$ cat config.mk
export PLATFORM = sky130hd
export DESIGN_NAME = failure_lockout_rate_limiter_flat
export DESIGN_NICKNAME = d
export VERILOG_FILES = /design/src/hdl/flr_pkg.sv /design/src/hdl/flr_if.sv /design/src/hdl/flr_ctrl.sv /design/src/hdl/flr_datapath.sv /design/src/hdl/failure_lockout_rate_limiter.sv /design/src/flat_wrapper.sv
export SDC_FILE = /design/constraint.sdc
export NUM_CORES = 2
export LEC_CHECK = 0
export BUFFER_PORTS_ARGS = -buffer_cell sky130_fd_sc_hd__buf_2
export CORE_MARGIN = 4
export CORE_UTILIZATION = 45
export DETAILED_ROUTE_END_ITERATION = 8
export HOLD_SLACK_MARGIN = 0.15
export RECOVER_POWER = 50
export SETUP_SLACK_MARGIN = 0.2
export SLEW_MARGIN = 10
export SYNTH_ARGS = -nofsm -noshare
export SYNTH_HDL_FRONTEND = slang
export SYNTH_HIERARCHICAL = 1
export SYNTH_SLANG_ARGS = --single-unit
$ cat constraint.sdc
create_clock -name clk -period 19.95 [get_ports clk]
set_input_delay 3.99 -clock clk [delete_from_list [all_inputs] [get_ports clk]]
set_output_delay 3.99 -clock clk [all_outputs]
set_load 0.02 [all_outputs]
$ cat src/hdl/flr_pkg.sv
// Shared constants, codes and control structs for the failure lockout table.
// Used by the interfaces, the controller, the datapath and the checker.
`timescale 1ns / 1ps
`default_nettype none

package flr_pkg;

  localparam int TABLE_DEPTH = 16;
  localparam int KEY_BITS    = 64;
  localparam int TIME_BITS   = 48;
  localparam int IDX_BITS    = $clog2(TABLE_DEPTH);
  localparam int CNT_BITS    = 5;
  localparam int FAIL_BITS   = 8;
  localparam int TICK_BITS   = 32;
  localparam int CFG_IDX_BITS = 2;
  localparam int CFG_DATA_BITS = 32;

  localparam logic [IDX_BITS-1:0] LAST_IDX = IDX_BITS'(TABLE_DEPTH - 1);

  localparam logic [1:0] OPC_QUERY   = 2'd0;
  localparam logic [1:0] OPC_FAILURE = 2'd1;
  localparam logic [1:0] OPC_SUCCESS = 2'd2;

  localparam logic [CFG_IDX_BITS-1:0] REG_SOURCE_LIMIT  = 2'd0;
  localparam logic [CFG_IDX_BITS-1:0] REG_FAILURE_LIMIT = 2'd1;
  localparam logic [CFG_IDX_BITS-1:0] REG_WINDOW_TICKS  = 2'd2;
  localparam logic [CFG_IDX_BITS-1:0] REG_BLOCK_TICKS   = 2'd3;

  typedef logic [IDX_BITS-1:0] idx_t;

  typedef enum logic [3:0] {
    OP_NONE,
    OP_CAPTURE,
    OP_FIND,
    OP_ALLOW,
    OP_INIT,
    OP_LOAD,
    OP_REFRESH,
    OP_QWRITE,
    OP_BUMP,
    OP_FWRITE,
    OP_SUCC,
    OP_MIN,
    OP_EVICT,
    OP_PLACE,
    OP_EMIT
  } dp_op_t;

  typedef struct packed {
    dp_op_t op;
    idx_t   idx;
  } flr_cmd_t;

  typedef struct packed {
    logic       found;
    logic       over;
    logic       extra;
    logic       present;
    logic [1:0] opcode;
    logic       out_busy;
  } flr_status_t;

endpackage

`default_nettype wire

$ cat src/hdl/flr_if.sv
// Channel interfaces: request items, result items and configuration writes.
// Depends on flr_pkg for the field widths.
`timescale 1ns / 1ps
`default_nettype none

interface flr_req_if;
  logic                          valid;
  logic                          ready;
  logic [1:0]                    opcode;
  logic                          key_present;
  logic [flr_pkg::KEY_BITS-1:0]  source_key;
  logic [flr_pkg::TIME_BITS-1:0] now_time;

  modport source(output valid, opcode, key_present, source_key, now_time, input ready);
  modport sink(input valid, opcode, key_present, source_key, now_time, output ready);
endinterface

interface flr_rsp_if;
  logic                         valid;
  logic                         ready;
  logic                         allowed;
  logic [flr_pkg::CNT_BITS-1:0] tracked_count;

  modport source(output valid, allowed, tracked_count, input ready);
  modport sink(input valid, allowed, tracked_count, output ready);
endinterface

interface flr_cfg_if;
  logic                              valid;
  logic                              ready;
  logic [flr_pkg::CFG_IDX_BITS-1:0]  index;
  logic [flr_pkg::CFG_DATA_BITS-1:0] data;

  modport source(output valid, index, data, input ready);
  modport sink(input valid, index, data, output ready);
endinterface

`default_nettype wire

$ cat src/hdl/flr_ctrl.sv
// Sequencer for the lockout table: steps the key search, update and eviction scans.
// Depends on flr_pkg for the command and status structs.
`timescale 1ns / 1ps
`default_nettype none

module flr_ctrl (
  input  logic                 clk,
  input  logic                 rst,
  input  logic                 req_valid,
  output logic                 req_ready,
  input  flr_pkg::flr_status_t status,
  output flr_pkg::flr_cmd_t    cmd
);

  typedef enum logic [3:0] {
    S_IDLE,
    S_FIND,
    S_DISPATCH,
    S_LOAD,
    S_REFRESH,
    S_QWRITE,
    S_BUMP,
    S_FWRITE,
    S_TCHECK,
    S_TSCAN,
    S_EVICT,
    S_PLACE,
    S_DONE
  } state_t;

  state_t        state;
  flr_pkg::idx_t idx;

  always_ff @(posedge clk) begin
    if (rst) begin
      state <= S_IDLE;
      idx   <= '0;
    end else begin
      case (state)
        S_IDLE: begin
          if (req_valid) begin
            state <= S_FIND;
            idx   <= '0;
          end
        end
        S_FIND: begin
          if (idx == flr_pkg::LAST_IDX) begin
            idx   <= '0;
            state <= S_DISPATCH;
          end else begin
            idx <= idx + 1'b1;
          end
        end
        S_DISPATCH: begin
          if (!status.present) begin
            state <= S_DONE;
          end else begin
            case (status.opcode)
              flr_pkg::OPC_QUERY:   state <= status.found ? S_LOAD : S_DONE;
              flr_pkg::OPC_FAILURE: state <= status.found ? S_LOAD : S_BUMP;
              default:              state <= S_DONE;
            endcase
          end
        end
        S_LOAD:    state <= S_REFRESH;
        S_REFRESH: state <= (status.opcode == flr_pkg::OPC_QUERY) ? S_QWRITE : S_BUMP;
        S_QWRITE:  state <= S_DONE;
        S_BUMP:    state <= S_FWRITE;
        S_FWRITE:  state <= S_TCHECK;
        S_TCHECK: begin
          if (status.over) begin
            idx   <= '0;
            state <= S_TSCAN;
          end else if (status.extra) begin
            state <= S_PLACE;
          end else begin
            state <= S_DONE;
          end
        end
        S_TSCAN: begin
          if (idx == flr_pkg::LAST_IDX) begin
            idx   <= '0;
            state <= S_EVICT;
          end else begin
            idx <= idx + 1'b1;
          end
        end
        S_EVICT: state <= S_TCHECK;
        S_PLACE: state <= S_DONE;
        S_DONE: begin
          if (!status.out_busy) begin
            state <= S_IDLE;
          end
        end
        default: state <= S_IDLE;
      endcase
    end
  end

  assign req_ready = (state == S_IDLE);

  always_comb begin
    cmd.idx = idx;
    cmd.op  = flr_pkg::OP_NONE;
    case (state)
      S_IDLE: begin
        if (req_valid) begin
          cmd.op = flr_pkg::OP_CAPTURE;
        end
      end
      S_FIND: cmd.op = flr_pkg::OP_FIND;
      S_DISPATCH: begin
        if (status.present) begin
          case (status.opcode)
            flr_pkg::OPC_QUERY: begin
              if (!status.found) begin
                cmd.op = flr_pkg::OP_ALLOW;
              end
            end
            flr_pkg::OPC_FAILURE: begin
              if (!status.found) begin
                cmd.op = flr_pkg::OP_INIT;
              end
            end
            flr_pkg::OPC_SUCCESS: cmd.op = flr_pkg::OP_SUCC;
            default: cmd.op = flr_pkg::OP_NONE;
          endcase
        end
      end
      S_LOAD:    cmd.op = flr_pkg::OP_LOAD;
      S_REFRESH: cmd.op = flr_pkg::OP_REFRESH;
      S_QWRITE:  cmd.op = flr_pkg::OP_QWRITE;
      S_BUMP:    cmd.op = flr_pkg::OP_BUMP;
      S_FWRITE:  cmd.op = flr_pkg::OP_FWRITE;
      S_TSCAN:   cmd.op = flr_pkg::OP_MIN;
      S_EVICT:   cmd.op = flr_pkg::OP_EVICT;
      S_PLACE:   cmd.op = flr_pkg::OP_PLACE;
      S_DONE: begin
        if (!status.out_busy) begin
          cmd.op = flr_pkg::OP_EMIT;
        end
      end
      default: cmd.op = flr_pkg::OP_NONE;
    endcase
  end

endmodule

`default_nettype wire

$ cat src/hdl/flr_datapath.sv
// Datapath of the lockout table: slot storage, configuration registers, window and
// deadline arithmetic, least recently seen search and the result register. Uses flr_pkg.
`timescale 1ns / 1ps
`default_nettype none

module flr_datapath (
  input  logic                              clk,
  input  logic                              rst,
  input  flr_pkg::flr_cmd_t                 cmd,
  output flr_pkg::flr_status_t              status,
  input  logic [1:0]                        req_opcode,
  input  logic                              req_key_present,
  input  logic [flr_pkg::KEY_BITS-1:0]      req_source_key,
  input  logic [flr_pkg::TIME_BITS-1:0]     req_now_time,
  input  logic                              cfg_valid,
  input  logic [flr_pkg::CFG_IDX_BITS-1:0]  cfg_index,
  input  logic [flr_pkg::CFG_DATA_BITS-1:0] cfg_data,
  input  logic                              rsp_ready,
  output logic                              rsp_valid,
  output logic                              rsp_allowed,
  output logic [flr_pkg::CNT_BITS-1:0]      rsp_tracked_count
);

  localparam int TB = flr_pkg::TIME_BITS;

  logic [flr_pkg::CNT_BITS-1:0]  source_limit;
  logic [flr_pkg::FAIL_BITS-1:0] failure_limit;
  logic [flr_pkg::TICK_BITS-1:0] window_ticks;
  logic [flr_pkg::TICK_BITS-1:0] block_ticks;

  logic                         slot_valid [flr_pkg::TABLE_DEPTH];
  logic [flr_pkg::KEY_BITS-1:0] slot_key [flr_pkg::TABLE_DEPTH];
  logic [flr_pkg::FAIL_BITS-1:0] slot_failures [flr_pkg::TABLE_DEPTH];
  logic [TB-1:0]                slot_window_start [flr_pkg::TABLE_DEPTH];
  logic [TB-1:0]                slot_blocked_until [flr_pkg::TABLE_DEPTH];
  logic [TB-1:0]                slot_last_seen [flr_pkg::TABLE_DEPTH];
  logic [flr_pkg::CNT_BITS-1:0] valid_count;

  logic [1:0]                    cur_op;
  logic                          cur_present;
  logic [flr_pkg::KEY_BITS-1:0]  cur_key;
  logic [TB-1:0]                 now_t;
  logic                          found;
  flr_pkg::idx_t                 found_idx;
  logic                          have_min;
  logic [TB-1:0]                 min_ls;
  flr_pkg::idx_t                 min_idx;
  logic                          extra_valid;
  logic [flr_pkg::FAIL_BITS-1:0] w_fail;
  logic [TB-1:0]                 w_ws;
  logic [TB-1:0]                 w_bu;
  logic                          blk;
  logic                          allowed;

  flr_pkg::idx_t                 rd_ptr;
  logic [flr_pkg::FAIL_BITS-1:0] rd_fail;
  logic [TB-1:0]                 rd_ws;
  logic [TB-1:0]                 rd_bu;
  logic [TB-1:0]                 rd_ls;
  logic                          free_any;
  flr_pkg::idx_t                 free_idx;
  logic [flr_pkg::CNT_BITS-1:0]  lim_eff;
  logic [flr_pkg::FAIL_BITS-1:0] flim;
  logic [flr_pkg::TICK_BITS-1:0] wt;
  logic [flr_pkg::TICK_BITS-1:0] bt;
  logic [TB-1:0]                 age;
  logic                          expired;
  logic                          blocked_now;
  logic                          is_query;
  logic [flr_pkg::FAIL_BITS-1:0] fail_inc;
  logic                          hit;
  logic [TB:0]                   dl_sum;
  logic [TB-1:0]                 deadline;
  logic                          evict_extra;
  logic                          wr_en;
  flr_pkg::idx_t                 wr_idx;

  always_comb begin
    if (cmd.op == flr_pkg::OP_FIND || cmd.op == flr_pkg::OP_MIN) begin
      rd_ptr = cmd.idx;
    end else begin
      rd_ptr = found_idx;
    end
  end

  assign rd_fail = slot_failures[rd_ptr];
  assign rd_ws   = slot_window_start[rd_ptr];
  assign rd_bu   = slot_blocked_until[rd_ptr];
  assign rd_ls   = slot_last_seen[rd_ptr];

  always_comb begin
    free_any = 1'b0;
    free_idx = '0;
    for (int i = flr_pkg::TABLE_DEPTH - 1; i >= 0; i--) begin
      if (!slot_valid[i]) begin
        free_any = 1'b1;
        free_idx = flr_pkg::IDX_BITS'(i);
      end
    end
  end

  always_comb begin
    if (source_limit == '0) begin
      lim_eff = flr_pkg::CNT_BITS'(1);
    end else if (source_limit > flr_pkg::CNT_BITS'(flr_pkg::TABLE_DEPTH)) begin
      lim_eff = flr_pkg::CNT_BITS'(flr_pkg::TABLE_DEPTH);
    end else begin
      lim_eff = source_limit;
    end
  end

  assign flim = (failure_limit == '0) ? flr_pkg::FAIL_BITS'(1) : failure_limit;
  assign wt   = (window_ticks == '0) ? flr_pkg::TICK_BITS'(1) : window_ticks;
  assign bt   = (block_ticks == '0) ? flr_pkg::TICK_BITS'(1) : block_ticks;

  assign is_query    = (cur_op == flr_pkg::OPC_QUERY);
  assign age         = now_t - w_ws;
  assign expired     = (now_t >= w_ws) && (age >= TB'(wt));
  assign blocked_now = (w_bu > now_t);

  assign fail_inc = (w_fail < flim) ? w_fail + 1'b1 : w_fail;
  assign hit      = (fail_inc >= flim);
  assign dl_sum   = {1'b0, now_t} + (TB + 1)'(bt);
  assign deadline = dl_sum[TB] ? {TB{1'b1}} : dl_sum[TB-1:0];

  assign evict_extra = extra_valid && (!have_min || now_t < min_ls);

  always_comb begin
    wr_en  = 1'b0;
    wr_idx = found_idx;
    case (cmd.op)
      flr_pkg::OP_QWRITE: wr_en = 1'b1;
      flr_pkg::OP_FWRITE: begin
        wr_en  = found || free_any;
        wr_idx = found ? found_idx : free_idx;
      end
      flr_pkg::OP_PLACE: begin
        wr_en  = 1'b1;
        wr_idx = free_idx;
      end
      default: wr_en = 1'b0;
    endcase
  end

  always_ff @(posedge clk) begin
    if (wr_en) begin
      slot_key[wr_idx]           <= cur_key;
      slot_failures[wr_idx]      <= w_fail;
      slot_window_start[wr_idx]  <= w_ws;
      slot_blocked_until[wr_idx] <= w_bu;
      slot_last_seen[wr_idx]     <= now_t;
    end
  end

  always_ff @(posedge clk) begin
    if (cmd.op == flr_pkg::OP_CAPTURE) begin
      cur_op      <= req_opcode;
      cur_present <= req_key_present;
      cur_key     <= req_source_key;
      now_t       <= req_now_time;
    end
    case (cmd.op)
      flr_pkg::OP_LOAD: begin
        w_fail <= rd_fail;
        w_ws   <= rd_ws;
        w_bu   <= rd_bu;
      end
      flr_pkg::OP_INIT: begin
        w_fail <= '0;
        w_ws   <= now_t;
        w_bu   <= '0;
      end
      flr_pkg::OP_REFRESH: begin
        if (!(is_query && blocked_now)) begin
          if (expired) begin
            w_fail <= '0;
            w_ws   <= now_t;
            w_bu   <= '0;
          end else if (!blocked_now) begin
            w_bu <= '0;
          end
        end
      end
      flr_pkg::OP_BUMP: begin
        w_fail <= fail_inc;
        if (hit) begin
          w_bu <= deadline;
        end
      end
      flr_pkg::OP_MIN: begin
        if (slot_valid[cmd.idx] && (cmd.idx == '0 || !have_min || rd_ls < min_ls)) begin
          min_ls  <= rd_ls;
          min_idx <= cmd.idx;
        end
      end
      default: begin
      end
    endcase
    if (cmd.op == flr_pkg::OP_EMIT) begin
      rsp_allowed       <= allowed;
      rsp_tracked_count <= valid_count;
    end
  end

  always_ff @(posedge clk) begin
    if (rst) begin
      source_limit  <= flr_pkg::CNT_BITS'(16);
      failure_limit <= flr_pkg::FAIL_BITS'(5);
      window_ticks  <= flr_pkg::TICK_BITS'(60);
      block_ticks   <= flr_pkg::TICK_BITS'(300);
    end else if (cfg_valid) begin
      case (cfg_index)
        flr_pkg::REG_SOURCE_LIMIT:  source_limit  <= cfg_data[flr_pkg::CNT_BITS-1:0];
        flr_pkg::REG_FAILURE_LIMIT: failure_limit <= cfg_data[flr_pkg::FAIL_BITS-1:0];
        flr_pkg::REG_WINDOW_TICKS:  window_ticks  <= cfg_data[flr_pkg::TICK_BITS-1:0];
        flr_pkg::REG_BLOCK_TICKS:   block_ticks   <= cfg_data[flr_pkg::TICK_BITS-1:0];
        default: begin
        end
      endcase
    end
  end

  always_ff @(posedge clk) begin
    if (rst) begin
      for (int i = 0; i < flr_pkg::TABLE_DEPTH; i++) begin
        slot_valid[i] <= 1'b0;
      end
      valid_count <= '0;
      found       <= 1'b0;
      found_idx   <= '0;
      have_min    <= 1'b0;
      extra_valid <= 1'b0;
      blk         <= 1'b0;
      allowed     <= 1'b0;
      rsp_valid   <= 1'b0;
    end else begin
      if (cmd.op == flr_pkg::OP_EMIT) begin
        rsp_valid <= 1'b1;
      end else if (rsp_valid && rsp_ready) begin
        rsp_valid <= 1'b0;
      end
      case (cmd.op)
        flr_pkg::OP_CAPTURE: begin
          found   <= 1'b0;
          blk     <= 1'b0;
          allowed <= 1'b0;
        end
        flr_pkg::OP_FIND: begin
          if (slot_valid[cmd.idx] && slot_key[cmd.idx] == cur_key && !found) begin
            found     <= 1'b1;
            found_idx <= cmd.idx;
          end
        end
        flr_pkg::OP_ALLOW: allowed <= 1'b1;
        flr_pkg::OP_REFRESH: blk <= is_query && blocked_now;
        flr_pkg::OP_QWRITE: allowed <= !blk && (w_fail < flim);
        flr_pkg::OP_FWRITE: begin
          if (!found) begin
            valid_count <= valid_count + 1'b1;
            if (free_any) begin
              slot_valid[free_idx] <= 1'b1;
            end else begin
              extra_valid <= 1'b1;
            end
          end
        end
        flr_pkg::OP_SUCC: begin
          if (found) begin
            slot_valid[found_idx] <= 1'b0;
            valid_count           <= valid_count - 1'b1;
          end
        end
        flr_pkg::OP_MIN: begin
          if (slot_valid[cmd.idx] && (cmd.idx == '0 || !have_min || rd_ls < min_ls)) begin
            have_min <= 1'b1;
          end else if (cmd.idx == '0) begin
            have_min <= 1'b0;
          end
        end
        flr_pkg::OP_EVICT: begin
          if (evict_extra) begin
            extra_valid <= 1'b0;
            valid_count <= valid_count - 1'b1;
          end else if (have_min) begin
            slot_valid[min_idx] <= 1'b0;
            valid_count         <= valid_count - 1'b1;
          end
        end
        flr_pkg::OP_PLACE: begin
          slot_valid[free_idx] <= 1'b1;
          extra_valid          <= 1'b0;
        end
        default: begin
        end
      endcase
    end
  end

  assign status.found    = found;
  assign status.over     = (valid_count > lim_eff);
  assign status.extra    = extra_valid;
  assign status.present  = cur_present;
  assign status.opcode   = cur_op;
  assign status.out_busy = rsp_valid && !rsp_ready;

endmodule

`default_nettype wire

$ cat src/hdl/failure_lockout_rate_limiter.sv
// Top level of the per-source failure lockout table.
// Joins flr_ctrl and flr_datapath; uses flr_pkg and the channels in flr_if.
//
// Usage:
//   req carries one item: opcode (query, failure, success), key_present, source_key
//   and now_time. rsp returns one item per request: allowed and tracked_count.
//   cfg writes the source limit, failure limit, window length and block length by
//   index; it is always ready and should be written only while no item is in work.
// Sequence:
//   Every item first walks all 16 slots to find its key, one slot per cycle. Then an
//   empty key, an unknown key's query, a success or an unused opcode goes to the result;
//   a known key's query loads, refreshes and writes back its entry; a failure loads and
//   refreshes a known entry or starts a new one, counts the failure, writes the entry
//   and checks the source limit. Each eviction a failure causes adds a scan of all slots
//   for the least recently seen entry and an eviction step, and a source entered into a
//   full table adds a step that moves it into the freed slot. One item is in work at a
//   time: the next is accepted only once the previous result has been loaded.
// Reset and stalls:
//   Reset empties the table and restores the register defaults. The result waits in
//   an output register; the next item is accepted while it waits, but that item's
//   own result is held back until the previous one has been taken.
`timescale 1ns / 1ps
`default_nettype none

module failure_lockout_rate_limiter (
  input logic       clk,
  input logic       rst,
  flr_req_if.sink   req,
  flr_rsp_if.source rsp,
  flr_cfg_if.sink   cfg
);

  flr_pkg::flr_cmd_t    cmd;
  flr_pkg::flr_status_t status;

  assign cfg.ready = 1'b1;

  flr_ctrl u_ctrl (
    .clk       (clk),
    .rst       (rst),
    .req_valid (req.valid),
    .req_ready (req.ready),
    .status    (status),
    .cmd       (cmd)
  );

  flr_datapath u_datapath (
    .clk               (clk),
    .rst               (rst),
    .cmd               (cmd),
    .status            (status),
    .req_opcode        (req.opcode),
    .req_key_present   (req.key_present),
    .req_source_key    (req.source_key),
    .req_now_time      (req.now_time),
    .cfg_valid         (cfg.valid),
    .cfg_index         (cfg.index),
    .cfg_data          (cfg.data),
    .rsp_ready         (rsp.ready),
    .rsp_valid         (rsp.valid),
    .rsp_allowed       (rsp.allowed),
    .rsp_tracked_count (rsp.tracked_count)
  );

endmodule

`default_nettype wire

$ cat src/flat_wrapper.sv
// flat-port wrapper written by rule: the top's interface ports become plain ports
module failure_lockout_rate_limiter_flat 
  (clk, rst, req_valid, req_opcode, req_key_present, req_source_key, req_now_time, req_ready, rsp_valid, rsp_allowed, rsp_tracked_count, rsp_ready, cfg_valid, cfg_index, cfg_data, cfg_ready);
  flr_req_if req_i ();
  flr_rsp_if rsp_i ();
  flr_cfg_if cfg_i ();
  input logic clk;
  input logic rst;
  input wire logic [$bits(req_i.valid)-1:0] req_valid;
  input wire logic [$bits(req_i.opcode)-1:0] req_opcode;
  input wire logic [$bits(req_i.key_present)-1:0] req_key_present;
  input wire logic [$bits(req_i.source_key)-1:0] req_source_key;
  input wire logic [$bits(req_i.now_time)-1:0] req_now_time;
  output wire logic [$bits(req_i.ready)-1:0] req_ready;
  output wire logic [$bits(rsp_i.valid)-1:0] rsp_valid;
  output wire logic [$bits(rsp_i.allowed)-1:0] rsp_allowed;
  output wire logic [$bits(rsp_i.tracked_count)-1:0] rsp_tracked_count;
  input wire logic [$bits(rsp_i.ready)-1:0] rsp_ready;
  input wire logic [$bits(cfg_i.valid)-1:0] cfg_valid;
  input wire logic [$bits(cfg_i.index)-1:0] cfg_index;
  input wire logic [$bits(cfg_i.data)-1:0] cfg_data;
  output wire logic [$bits(cfg_i.ready)-1:0] cfg_ready;
  assign req_i.valid = req_valid;
  assign req_i.opcode = req_opcode;
  assign req_i.key_present = req_key_present;
  assign req_i.source_key = req_source_key;
  assign req_i.now_time = req_now_time;
  assign req_ready = req_i.ready;
  assign rsp_valid = rsp_i.valid;
  assign rsp_allowed = rsp_i.allowed;
  assign rsp_tracked_count = rsp_i.tracked_count;
  assign rsp_i.ready = rsp_ready;
  assign cfg_i.valid = cfg_valid;
  assign cfg_i.index = cfg_index;
  assign cfg_i.data = cfg_data;
  assign cfg_ready = cfg_i.ready;
  failure_lockout_rate_limiter u_core (.clk(clk), .rst(rst), .req(req_i), .rsp(rsp_i), .cfg(cfg_i));
endmodule
Yosys cells after proc, flatten, opt, wreduce, memory -nomap -nowiden
Memories as Yosys holds them, arrays and structs flattened. A register that Yosys moved wholly into a read port is not among the register bits.
Cells that the tools add are included.
{"block": "word_totals", "mem_bits_rw": 3472, "in_bits": 154, "out_inout_bits": 9, "ff_bits": 377, "memories": 6}
{"memory": "u_core.u_datapath.slot_key", "words": 16, "word_bits": 64, "rd": 1, "rd_ports_with_merged_regs": 1, "write_ports": 1, "line_no": "flr_datapath.sv:32", "text": "logic [flr_pkg::KEY_BITS-1:0] slot_key [flr_pkg::TABLE_DEPTH];"}
{"memory": "u_core.u_datapath.slot_blocked_until", "words": 16, "word_bits": 48, "rd": 1, "rd_ports_with_merged_regs": 0, "write_ports": 1, "line_no": "flr_datapath.sv:35", "text": "logic [TB-1:0] slot_blocked_until [flr_pkg::TABLE_DEPTH];"}
{"memory": "u_core.u_datapath.slot_last_seen", "words": 16, "word_bits": 48, "rd": 1, "rd_ports_with_merged_regs": 0, "write_ports": 1, "line_no": "flr_datapath.sv:36", "text": "logic [TB-1:0] slot_last_seen [flr_pkg::TABLE_DEPTH];"}
{"memory": "u_core.u_datapath.slot_window_start", "words": 16, "word_bits": 48, "rd": 1, "rd_ports_with_merged_regs": 0, "write_ports": 1, "line_no": "flr_datapath.sv:34", "text": "logic [TB-1:0] slot_window_start [flr_pkg::TABLE_DEPTH];"}
{"memory": "u_core.u_datapath.slot_failures", "words": 16, "word_bits": 8, "rd": 1, "rd_ports_with_merged_regs": 0, "write_ports": 1, "line_no": "flr_datapath.sv:33", "text": "logic [flr_pkg::FAIL_BITS-1:0] slot_failures [flr_pkg::TABLE_DEPTH];"}
{"memory": "u_core.u_datapath.slot_valid", "words": 16, "word_bits": 1, "rd": 17, "rd_ports_with_merged_regs": 1, "write_ports": 16, "line_no": "flr_datapath.sv:31", "text": "logic slot_valid [flr_pkg::TABLE_DEPTH];"}
{"block": "op_classes", "n_addsub": 6, "order_cmp": 9, "n_bitwise": 1, "n_reduce_logical": 58, "mux": 129, "n_eq_ne": 48}
{"operator": "two-way mux 48 bit", "n": 7}
{"operator": "one-hot mux 48 bit (4 select lines)", "n": 1}
{"operator": "two-way mux 4 bit", "n": 36}
{"operator": "one-hot mux 48 bit (3 select lines)", "n": 1}
{"operator": "< comparator 48 bit", "n": 2}
{"operator": "== test 64 bit", "n": 1}
{"operator": "zero test 32 bit", "n": 2}
{"operator": "two-way mux 32 bit", "n": 2}
{"operator": "two-way mux 1 bit", "n": 53}
{"operator": "== test 4 bit (second input constant)", "n": 13}
{"operator": "adder 48 x 32 -> 49 bit", "n": 1}
{"operator": ">= comparator 48 x 32 -> 1 bit", "n": 1}
{"operator": ">= comparator 48 bit", "n": 1}
{"operator": "greater-than comparator 48 bit", "n": 1}
{"operator": "one-hot mux 4 bit (12 select lines)", "n": 1}
{"operator": "subtractor 48 bit", "n": 1}
{"operator": "one-hot mux 4 bit (11 select lines)", "n": 1}
{"operator": "== test 4 x 3 -> 1 bit (second input constant)", "n": 8}
{"operator": "two-way mux 8 bit", "n": 4}
{"operator": "one-hot mux 8 bit (4 select lines)", "n": 1}
{"operator": "two-way mux 5 bit", "n": 6}
{"operator": "one-hot mux 4 bit (3 select lines)", "n": 2}
{"operator": "!= test 2 bit (second input constant)", "n": 11}
{"operator": "== test 4 x 2 -> 1 bit (second input constant)", "n": 4}
{"operator": "other kinds (35)", "n": 90}

Longest topological paths before layout
An unclocked memory read counts as a cell.
{"block": "depth", "word_depth": 27, "mapped_depth": 29}

By module
The synthesis kept the hierarchy.
{"mod": "flr_datapath", "instances": 1, "seq_area_each_um2": 114419.7, "cells_per_inst": 11557, "area_each_um2": 159488.0}
{"mod": "flr_ctrl", "instances": 1, "seq_area_each_um2": 160.2, "cells_per_inst": 99, "area_each_um2": 710.7}
{"mod": "failure_lockout_rate_limiter", "instances": 1, "seq_area_each_um2": 0.0, "cells_per_inst": 2, "area_each_um2": 11.3}

Worst setup path before layout
No wires, ideal clock.
{"block": "synth_path", "path_kind": "in2reg", "start": "input rsp_ready", "end": "memory u_core/u_datapath/slot_blocked_until[1][0] in the netlist's numbering, enable pin", "arrival_time_ns": 14.650, "path_slack_ns": 4.503, "required_time_ns": 19.154, "n_path_buf": 0, "setup_ns": 0.796, "path_stages": 11, "path_cell_list": "nor2b_1 -> o21ai_0 -> a21oi_1 -> o21ai_1 -> nand2b_1 -> a21oi_1 -> nand2_1 -> mux2i_1 -> a21boi_0 -> nand2_1 -> nor2_1"}
{"element": "start: declaration", "line_no": "flat_wrapper.sv:18", "text": "input wire logic [$bits(rsp_i.ready)-1:0] rsp_ready;"}
{"element": "end: declaration", "line_no": "flr_datapath.sv:35"}

==> run summary <==
Total number of nets in the final design: 12,200. Number of nets with antenna violations after routing: 0. The largest voltage drop on the vdd net is 0.113 mV. The logs give 98,100 for the via count of the first global-routing pass and 13,200 for the first-iteration detailed-routing DRC count. The logs give 1,392 for the number of pins exceeding their max-slew limit in the final report and 0 for the aggregate global routing overflow. The initial antenna violation count was 36; the netlist area before placement was 160,000 um2. Leakage component of the power: 60.2 nW.

TritonCTS built the clock tree. Required time at the endpoint of the critical path: 20.68 ns. The final reports fail on capacitance limit, slew limit. The final clock period utilization by the worst path is 66.7%.

After Yosys synthesis, full adders, half adders and majority gates account for 2.22% of the synthesized area. The final count of hold timing violations is 0, and the wire length per cell after detailed routing is 27.9 um. Once the floorplan was initialized, standard cells occupied 45.3% of the core.

Startpoint of the worst register-to-register path: u_core/u_ctrl/idx[2]$_SDFFE_PP0P_. The smallest clock period supported by the final layout is computed as 13.31 ns. The number of nets handed over by synthesis was 12,100. For this run, the top clock speed supported by timing is 0.0751 GHz.

Measured along the y axis, the die boundary spans 605 um. The H-tree depth was 5. The via total after detailed routing was 102,000. Counting the fill cells in the layout gives 29,700.

The number of unique standard cell types used by synthesis came out at 92. The flow ran to the end, but the final reports show violations. Entering global routing, the biggest net connects 178 pins. The HPWL reported at the end of detailed placement is 251 mm, and the power density relative to cell area is 129 nW/um2. For this run, the leading register cell type out of synthesis is edfxtp_1. Summed over all layers, the routed wires come to 470 mm. Topmost layer with routed signal wires: met5. The number of standard cells in the layout, taps in and fillers out is 16,800.

In the layout the commonest cells are edfxtp_1, nand2_1, nand3_1. After synthesis, the largest family of logic cells by area is simple AND/OR/NAND/NOR gates. Number of optimization iterations in the first detailed-route pass: 8.

Across the routed clock network, the largest skew measured is 0.101 ns. Setup repair after global routing left no endpoint under its margin. The detailed router put a total of 194 mm of wire on met1. For this run, asynchronously set or reset flops after synthesis account for 0%.

The multiplexer fraction of the synthesized cell area is 4.21%, and the number of enable flip-flop cells after synthesis is 3,749. At the worst endpoint, the arrival time is 14.04 ns. The full die area came out at 366,000 um2. In the global route stage, overall resource usage came out at 24.9%. The fraction of the mapped netlist area in compound gates came out at 6.54%.

Average vias per placed instance: 6.08. The clock tree root buffer cell is clkbuf_16. After Yosys synthesis, XOR and XNOR cells account for 0.607% of the synthesized area. In the final timing run, aggregate negative setup slack is 0 ns. The number of maximum-capacitance violations is 51.

Leaving out fill and tap cells, the most frequent cell in the layout is edfxtp_1. At the end of routability-driven placement, the weighted congestion stood at 0.902. Kind of launch point of the worst setup path: a flop. The critical path endpoint category is a flop.

The ratio of cells with drive above 1 in the final layout is 9.55%, and the number of clock sinks is 3,849. The worst setup path category is reg2reg. The total core area came out at 353,000 um2.

For this run, the number of Yosys warnings is 6. The headroom to the max-slew limit came out at -485%. The last element of the critical path was u_core/u_datapath/found_idx[0]$_SDFFE_PP0P_. Clock edge transition at the registers on the reported setup and hold paths: 0.06 ns.

The total chip power is 0.0230 W. After technology mapping, the gate count stands at 11,700. Post-synthesis area per instance: 13.7 um2. The cell count after placement was 16,100. For the pin with the worst max-slew slack, the measured transition is 8.77 ns.

The routed design uses 44.7 mm of met3 wire. After synthesis, flip-flops and latches occupy 71.5% of the total area. The share of synthesized cell area in and, or, nand and nor gates was 12.5%.

Amount of wire on met2 after detailed routing: 215 mm. Counting cells, the worst reg-to-reg path comes to 12. In this run, CTS created clock tree buffers numbering 401.

The setup violation total in the final timing report was 0; the clock network latency to the later pin of the worst-skew pair was 0.99 ns. In the routed design, unresolved DRC markers number 0. Counting along the longest clock path gives a buffer depth of 4. The logs give 50.6% for the share of the core filled with cells in the final layout and 0 for the count of instances resized after the clock tree is built.

Horizontal extent of the die: 605 um. Count of buffers added by post-CTS timing repair for setup: 0. Input and output buffers added on the ports amount to 161.

The endpoint identified for the worst register-to-register timing path is u_core/u_datapath/found_idx[0]$_SDFFE_PP0P_. The first global-routing pass estimated 677 mm of wire. The synthesized flop and latch total was 3,849; the cts-stage hold buffer count was 0. The path class of the tightest hold or removal check is reg2reg. The worst reg-to-reg setup slack came out at 6.64 ns. During I/O placement, the number of pins put on the boundary was 163. Along the worst path, the maximum fanout reaches 126. The startpoint of the most critical setup path is u_core/u_ctrl/idx[2]$_SDFFE_PP0P_. The area overhead of the layout relative to synthesis is 11.5%. The run gives 218 as the count of standard-cell rows.
[worst min path at each step]
| stage | from | endpoint | slack [ns] | cells after the start |
|---|---|---|---|---|
| global route | u_core/u_datapath/allowed$_SDFFE_PP0P_ | u_core/u_datapath/rsp_allowed$_DFFE_PP_ | 0.44 | 0 |
| floorplan | u_core/u_datapath/allowed$_SDFFE_PP0P_ | u_core/u_datapath/rsp_allowed$_DFFE_PP_ | 0.41 | 0 |
| global placement | u_core/u_datapath/failure_limit[7]$_SDFFE_PP0P_ | u_core/u_datapath/failure_limit[7]$_SDFFE_PP0P_ | 0.45 | 2 |
| CTS | u_core/u_datapath/allowed$_SDFFE_PP0P_ | u_core/u_datapath/rsp_allowed$_DFFE_PP_ | 0.43 | 0 |
| detailed placement | u_core/u_datapath/allowed$_SDFFE_PP0P_ | u_core/u_datapath/rsp_allowed$_DFFE_PP_ | 0.44 | 0 |
| finish | u_core/u_datapath/allowed$_SDFFE_PP0P_ | u_core/u_datapath/rsp_allowed$_DFFE_PP_ | 0.45 | 0 |
[area by class of cell]
| type | count | area (um2) | area share [%] |
|---|---|---|---|
| Tap cell | 4730 | 5920 | 3.31 |
| Antenna cell | 16 | 40.0 | 0.0224 |
| Clock inverter | 232 | 2100 | 1.18 |
| Clock buffer | 498 | 10500 | 5.90 |
| Sequential cell | 3849 | 115000 | 64.1 |
| Timing Repair Buffer | 401 | 2650 | 1.48 |
| Inverter | 235 | 885 | 0.495 |
| Multi-Input combinational cell | 6860 | 42000 | 23.5 |
[logic make-up (layout without fill, tap and decap cells)]
family / count (synthesis) / in the layout
other: 1 / 17
and+or+nand+nor: 4603 / 4603
DFF: 3849 / 3849
xor gates and xnor gates: 111 / 111
adders and majority gates: 282 / 282
buffers and inverters: 949 / 1366
muxes: 394 / 394
AOI/OAI and AO/OA: 1469 / 1469
[report_power, final]
group	total (W)	internal, W	switching (W)
logic	0.00461	0.00145	0.00316
clock network	0.00727	0.00414	0.00313
registers	0.0112	0.0103	0.000855
[metal layers]
metal / track usage, % / vias to the layer above
met5: 0 / -
li1: - / 44200
met2: 39.1 / 5257
met4: 7.71 / 14
met1: 35.9 / 52000
met3: 3.98 / 814
[worst max-delay path, stage by stage, from the launching register on]
cell,delay (ns)
dfxtp_1,1.58
clkbuf_1,6.20
nor2_1,1.22
buf_4,0.63
a22o_1,0.23
a221oi_1,0.29
xnor2_1,0.20
nor4_1,0.60
nand4_1,0.50
nor4_1,0.44
nand4_1,0.69
mux2i_1,0.38
nor2_1,0.07
[synthesized netlist by cell type, drive strengths merged (78+ instances only)]
| cell type | instances | area, um2 |
|---|---|---|
| edfxtp | 3749 | 113000 |
| clkbuf | 502 | 1880 |
| o21ai | 189 | 946 |
| dfxtp | 100 | 2000 |
| xnor2 | 83 | 727 |
| nand2 | 2858 | 10700 |
| a31oi | 112 | 701 |
| mux4 | 221 | 5000 |
| nor2 | 198 | 743 |
| a21oi | 271 | 1360 |
| o31ai | 78 | 586 |
| inv | 235 | 882 |
| ha | 279 | 3490 |
| mux2i | 160 | 1600 |
| and3 | 250 | 1560 |
| buf | 212 | 1110 |
| nand3 | 980 | 4900 |
| a311oi | 446 | 3910 |
| a21o | 79 | 593 |
[stage by stage]
| step | hold slack (ns) | setup WS (ns) | instance area, um2 |
|---|---|---|---|
| 2_1_floorplan | 0.409 | 4.50 | 160000 |
| 3_3_place_gp | 0.446 | 6.93 | 166000 |
| 6_report | 0.451 | 6.64 | 179000 |
| 4_1_cts | 0.431 | 7.67 | 179000 |
| 5_1_grt | 0.435 | 5.78 | 179000 |
| 3_5_place_dp | 0.444 | 6.67 | 166000 |
[registers in the layout (all words and copies together), names as in the netlist, 32 cells and up]
| register | count |
|---|---|
| u_core/u_datapath/block_ticks | 32 |
| u_core/u_datapath/cur_key | 64 |
| u_core/u_datapath/min_ls | 48 |
| u_core/u_datapath/now_t | 48 |
| u_core/u_datapath/slot_blocked_until | 768 |
| u_core/u_datapath/slot_failures | 128 |
| u_core/u_datapath/slot_key | 1024 |
| u_core/u_datapath/slot_last_seen | 768 |
| u_core/u_datapath/slot_window_start | 768 |
| u_core/u_datapath/w_bu | 48 |
| u_core/u_datapath/w_ws | 48 |
| u_core/u_datapath/window_ticks | 32 |
Note: power is estimated with default switching activity, not from simulation.
